$ cat src/rtl/spq_pkg.sv
package spq_pkg;

    localparam int DEPTH  = 16;
    localparam int DATA_W = 8;
    localparam int CNT_W  = $clog2(DEPTH + 1);
    localparam int OCC_W  = 5;
    localparam int STAT_W = 2;

    typedef enum logic [STAT_W-1:0] {
        ST_DONE  = 2'd0,
        ST_FULL  = 2'd1,
        ST_EMPTY = 2'd2
    } t_status;

    typedef struct packed {
        logic [DATA_W-1:0] item;
        logic [DATA_W-1:0] prio;
    } t_cell_data;

    // operation broadcast to every cell, already qualified by full/empty
    typedef struct packed {
        logic              ins;
        logic              pull;
        logic [DATA_W-1:0] item;
        logic [DATA_W-1:0] prio;
    } t_op;

endpackage

$ cat src/rtl/spq_cell.sv
module spq_cell
    import spq_pkg::*;
(
    input  logic       i_clk,
    input  t_op        i_op,
    input  logic       i_valid,
    input  logic       i_prev_keep,
    input  t_cell_data i_prev,
    input  t_cell_data i_next,
    output logic       o_keep,
    output t_cell_data o_data
);

    t_cell_data r_data;
    t_cell_data n_data;

    // entry stays put on insert when it outranks or ties the new one
    assign o_keep = i_valid && (r_data.prio >= i_op.prio);

    always_comb begin
        n_data = r_data;
        if (i_op.pull) begin
            n_data = i_next;
        end else if (i_op.ins && !o_keep) begin
            if (i_prev_keep) begin
                n_data.item = i_op.item;
                n_data.prio = i_op.prio;
            end else begin
                n_data = i_prev;
            end
        end
    end

    always_ff @(posedge i_clk) begin
        r_data <= n_data;
    end

    assign o_data = r_data;

endmodule

$ cat src/rtl/sorted_priority_queue.sv
// sorted priority queue: a row of cells kept in descending priority order
// the result strobe o_done rises in the cycle after the transfer of a command
// throughput: one command per cycle, busy never rises
// every cell decides its next entry combinationally from its own compare and its neighbors
// reset clears the fill count and the result strobe, cell contents stay undefined
// the receiver cannot stall, each result is shown for exactly one cycle
module sorted_priority_queue
    import spq_pkg::*;
(
    input  logic              i_clk,
    input  logic              i_rst_n,
    input  logic              start,
    output logic              busy,
    input  logic              i_mode,
    input  logic [DATA_W-1:0] i_item,
    input  logic [DATA_W-1:0] i_priority_req,
    output logic              o_done,
    output logic [DATA_W-1:0] o_pulled_item,
    output logic [DATA_W-1:0] o_pulled_priority,
    output logic              o_pulled_valid,
    output logic [STAT_W-1:0] o_status,
    output logic [DATA_W-1:0] o_top_item,
    output logic [DATA_W-1:0] o_top_priority,
    output logic [OCC_W-1:0]  o_occupancy
);

    // control
    logic       accept;
    logic       full;
    logic       empty;
    t_op        op;

    // cell row signals
    logic       keep  [DEPTH];
    logic       valid [DEPTH];
    t_cell_data data  [DEPTH];

    // state and result registers
    logic [CNT_W-1:0]  r_fill;
    logic [CNT_W-1:0]  n_fill;
    logic              r_done;
    logic [DATA_W-1:0] r_pulled_item;
    logic [DATA_W-1:0] r_pulled_prio;
    logic              r_pulled_valid;
    t_status           r_status;
    t_status           n_status;

    // the queue takes a command every cycle
    assign busy   = 1'b0;
    assign accept = start && !busy;

    assign full  = (r_fill == CNT_W'(DEPTH));
    assign empty = (r_fill == '0);

    // rejected commands never reach the cells
    assign op.ins  = accept && !i_mode && !full;
    assign op.pull = accept && i_mode && !empty;
    assign op.item = i_item;
    assign op.prio = i_priority_req;

    // cell row: cell 0 is the head, each one talks only to its neighbors
    for (genvar g = 0; g < DEPTH; g++) begin : g_cell
        t_cell_data prev_data;
        t_cell_data next_data;
        logic       prev_keep;

        assign valid[g] = (CNT_W'(g) < r_fill);

        if (g == 0) begin : g_head
            assign prev_keep = 1'b1;
            assign prev_data = data[g];
        end else begin : g_body
            assign prev_keep = keep[g-1];
            assign prev_data = data[g-1];
        end

        if (g == DEPTH - 1) begin : g_tail
            assign next_data = data[g];
        end else begin : g_inner
            assign next_data = data[g+1];
        end

        spq_cell u_cell (
            .i_clk       (i_clk),
            .i_op        (op),
            .i_valid     (valid[g]),
            .i_prev_keep (prev_keep),
            .i_prev      (prev_data),
            .i_next      (next_data),
            .o_keep      (keep[g]),
            .o_data      (data[g])
        );
    end

    // fill count and status
    always_comb begin
        n_fill   = r_fill;
        n_status = ST_DONE;
        if (op.ins) begin
            n_fill = r_fill + CNT_W'(1);
        end else if (op.pull) begin
            n_fill = r_fill - CNT_W'(1);
        end
        if (accept && !i_mode && full) begin
            n_status = ST_FULL;
        end else if (accept && i_mode && empty) begin
            n_status = ST_EMPTY;
        end
    end

    always_ff @(posedge i_clk) begin
        if (!i_rst_n) begin
            r_fill <= '0;
            r_done <= 1'b0;
        end else begin
            r_fill <= n_fill;
            r_done <= accept;
        end
    end

    // result payload, the head leaves through cell 0
    always_ff @(posedge i_clk) begin
        r_status       <= n_status;
        r_pulled_valid <= op.pull;
        r_pulled_item  <= op.pull ? data[0].item : '0;
        r_pulled_prio  <= op.pull ? data[0].prio : '0;
    end

    assign o_done            = r_done;
    assign o_pulled_item     = r_pulled_item;
    assign o_pulled_priority = r_pulled_prio;
    assign o_pulled_valid    = r_pulled_valid;
    assign o_status          = r_status;
    // cells updated on the same edge as the result registers
    assign o_top_item        = empty ? '0 : data[0].item;
    assign o_top_priority    = empty ? '0 : data[0].prio;
    assign o_occupancy       = OCC_W'(r_fill);

    // each transfer gives exactly one strobe on the next cycle
    a_done_follows: assert property (@(posedge i_clk) disable iff (!i_rst_n)
        accept |=> o_done)
        else $error("missing result strobe");

    a_no_spurious: assert property (@(posedge i_clk) disable iff (!i_rst_n)
        !accept |=> !o_done)
        else $error("result strobe without a transfer");

    a_fill_bound: assert property (@(posedge i_clk) disable iff (!i_rst_n)
        r_fill <= CNT_W'(DEPTH))
        else $error("fill count beyond depth");

    // the pulled entry always outranks or ties the new head
    a_order: assert property (@(posedge i_clk) disable iff (!i_rst_n)
        (o_done && o_pulled_valid) |-> (o_pulled_priority >= o_top_priority))
        else $error("pulled entry below new head");

endmodule
$ cat config.mk
export PLATFORM = sky130hd
export DESIGN_NAME = sorted_priority_queue
export DESIGN_NICKNAME = d
export VERILOG_FILES = /design/src/rtl/spq_pkg.sv /design/src/rtl/spq_cell.sv /design/src/rtl/sorted_priority_queue.sv
export SDC_FILE = /design/constraint.sdc
export NUM_CORES = 1
export LEC_CHECK = 0
export BUFFER_PORTS_ARGS = -buffer_cell sky130_fd_sc_hd__clkbuf_2
export CORE_MARGIN = 4
export CORE_UTILIZATION = 47
export CTS_BUF_LIST = sky130_fd_sc_hd__clkbuf_2
export CTS_CLUSTER_DIAMETER = 60
export DETAILED_ROUTE_END_ITERATION = 8
export PLACE_DENSITY = 0.6
export RECOVER_POWER = 100
export SYNTH_ARGS = -nofsm -noshare
export SYNTH_HDL_FRONTEND = slang
export SYNTH_SLANG_ARGS = --single-unit
$ cat constraint.sdc
create_clock -name i_clk -period 10.2 [get_ports i_clk]
set_input_delay 2.04 -clock i_clk [delete_from_list [all_inputs] [get_ports i_clk]]
set_output_delay 2.04 -clock i_clk [all_outputs]
set_load 0.005 [all_outputs]
==> out/qor.yml <==
worst_hold_path:
  hold_start: "g_cell[0].u_cell.o_data[14]$_DFFE_PP_"
  hold_class: "flop to flop"
  min_to: "o_pulled_item[6]$_SDFF_PN0_"
  hold_depth: 1
global_routing:
  grt_pass1_vias: 13700
  grt_overflow_total: 0
  grt_usage_pct: 27.8
  grt_pass1_wl_um: 82800
  grt_max_degree: 218
  antenna_found_initial: 2
timing:
  finalClockSkew_ns: 0.0600
  fmax_mhz: 135
  tightestPinTransition_ns: 4.42
  layout_min_cycle_time_ns: 7.39
  slew_headroom_pct: -195
  hold_violations: 0
  finalSetupViolCount: 0
  finalSetupTns_ns: 0
  post-route-period-util_pct: 72.5
  drv_slew: 282
  rsz0062_at_grt: "no"
power:
  power.internal_mw: 2.88
  peakVddDrop_mv: 0.114
  clkPwrFrac_pct: 17.7
  comb_power_share_pct: 38.8
  power.density_nw_per_um2: 269
  p_leak_nw: 7.58
  swShare_pct: 40.3
  switchingPower_mw: 1.95
  total_power_mw: 4.83
  pwr-share-seq_pct: 43.5
clock_network:
  cts_resized: 0
  numCtsBuffers: 78
  cts_htree_levels: 3
  post_cts_buffers: 0
  cts.clk_slew.worst_paths_ns: 0.11
  cts_sinks: 281
  clockBufferDepth: 3
  cts_tree: "built"
  clock_latency_ns: 0.98
  hold_buffers: 0
  cts-root-buf: "clkbuf_2"
status:
  violations: "max-capacitance violations, max-slew violations"
  status: "finished, violations left"
synthesis:
  synth_top_flop_cell: "edfxtp_1"
  netlist_area_um2: 16800
  yosysUniqueCellTypes: 49
  synthCells: 1552
  async_flop_share_pct: 0
  syn_area_per_cell_um2: 10.8
  synth-seq-cells: 281
  yosysWarnings: 0
  synth_edf_count: 256
  yosysSeqAreaShare_pct: 48.6
  synth_fp_nets: 1704
finish:
  syn_to_final_growth_pct: 6.78
  final_common_cell: "edfxtp_1"
  layout_common_cells: "edfxtp_1, nand2_1, a221o_1"
  nFillCells: 3283
  fin_cells: 2103
  final_net_count: 1738
  fin_util_pct: 50.7
  drive_above_1_share_pct: 13.2
setup_path:
  r2r_slack_ns: 2.81
  reg2reg_depth: 7
  path_max_fanout: 217
  arrival_ns: 8.21
  worstSetupStartpoint: "o_occupancy[1]$_SDFFE_PN0P_"
  r2r-end: "g_cell[2].u_cell.o_data[10]$_DFFE_PP_"
  critPathCaptureType: "flop"
  reg2reg_from: "o_occupancy[1]$_SDFFE_PN0P_"
  crit_type: "flop to flop"
  cp.required_ns: 11.02
  cp-start-kind: "flop"
floorplanning:
  coreArea_um2: 35500
  die-width_um: 197
  dieArea_um2: 38900
  start_util_pct: 47.5
  die_y_um: 197
  pin_count: 62
  rows: 69
placement:
  dp_hpwl_um: 36100
  place_inst: 1967
  io_buffers: 60
  routabilityCongestion: 0.865
detailed_routing:
  wl_um: 55200
  via_per_inst: 6.59
  drc: 0
  ant_nets: 0
  vias: 13900
  routedWlPerCell_um: 26.3
  drt_iter0_drc: 1460
  dr.pass1.iters: 5
run:
  cap_viol_max_count: 5
through the flow:
stage          hold WS, ns  setup WS (ns)  instance area, um2
3_3_place_gp         0.495           4.88               17400
3_5_place_dp         0.491           4.80               17400
6_report             0.530           2.81               18000
4_1_cts              0.529           5.05               18100
2_1_floorplan        0.463           5.11               16800
5_1_grt              0.553           2.46               18000
worst max-delay path by stage:
stage | endpoint | slack [ns] | depth (start not counted)
2_1_floorplan | g_cell[10].u_cell.o_data[0]$_DFFE_PP_ | 5.11 | 9
3_3_place_gp | g_cell[9].u_cell.o_data[5]$_DFFE_PP_ | 4.88 | 9
3_5_place_dp | g_cell[9].u_cell.o_data[5]$_DFFE_PP_ | 4.80 | 9
4_1_cts | o_top_item[4] | 5.05 | 5
5_1_grt | g_cell[2].u_cell.o_data[10]$_DFFE_PP_ | 2.46 | 7
6_report | g_cell[2].u_cell.o_data[10]$_DFFE_PP_ | 2.81 | 7
cell type report:
cell class / instances / area (um2) / share of cell area (%)
Sequential cell: 281 / 8190 / 45.5
Multi-Input combinational cell: 1093 / 7840 / 43.6
Clock buffer: 120 / 601 / 3.34
Tap cell: 461 / 577 / 3.21
Timing Repair Buffer: 105 / 553 / 3.08
Inverter: 27 / 109 / 0.605
Clock inverter: 13 / 104 / 0.578
Antenna cell: 3 / 7.51 / 0.0418
layer usage:
layer  GRT usage [%]  share of wire [%]
met1            36.9                 41
met3            7.06                8.8
met2            43.6                 46
met4            11.5                3.9
met5               0                  0
flip-flops by register name (all words and copies together) (netlist names):
name / cells
g_cell.u_cell.o_data: 256
o_pulled_priority: 8
o_pulled_valid: 1
o_occupancy: 5
o_status: 2
o_done: 1
o_pulled_item: 8
synthesized netlist by cell type, types with 2 or more instances:
master	count	share of area, %
nor2_1	33	0.74
nand4bb_1	2	0.13
a31oi_1	13	0.48
mux2_2	16	1.1
o2111ai_1	13	0.68
and2_1	68	2.5
or3_1	2	0.074
o21bai_1	2	0.089
a211o_1	13	0.68
a21oi_1	220	6.5
o21ai_1	14	0.42
buf_2	67	2.0
a221o_1	224	13
dfxtp_1	25	3.0
nor3_1	2	0.059
ha_1	132	9.8
a211oi_1	13	0.58
nand2_1	224	5.0
a21o_1	36	1.6
o21ai_0	6	0.18
buf_1	8	0.18
buf_4	13	0.58
o22ai_1	2	0.074
edfxtp_1	256	46
a221oi_1	14	0.73
clkbuf_1	62	1.4
inv_1	26	0.58
a41oi_1	2	0.10
nand3_1	4	0.12
nand2b_1	21	0.78
power by group through the flow:
stage | clock network [mW] | logic, mW | registers (mW)
finish | 0.856 | 1.87 | 2.10
global route | 0.939 | 2.08 | 2.12
CTS | 0.872 | 1.84 | 2.09
detailed placement | 0 | 1.84 | 2.11
global placement | 0 | 1.79 | 2.11
floorplan | 0 | 1.39 | 1.92
worst max-delay path: stages (launching register included):
cell      delay (ns)
dfxtp_1         0.46
inv_1           0.19
ha_1            0.23
or4b_1          0.72
nand3_1         0.77
clkbuf_2        3.00
and2_1          1.14
a221o_1         0.30
kinds of logic after synthesis:
family                   count (synthesis)  synth area share (%)
AO/OA/AOI/OAI                          576                  25.7
XOR/XNOR                                 2                 0.104
adder cells (fa/ha/maj)                132                  9.81
buffers and inverters                  178                  4.80
flip-flops                             281                  48.6
multiplexers                            17                  1.13
other                                    1                0.0223
AND/OR/NAND/NOR                        365                  9.85
(Power assumes the default switching activity.)
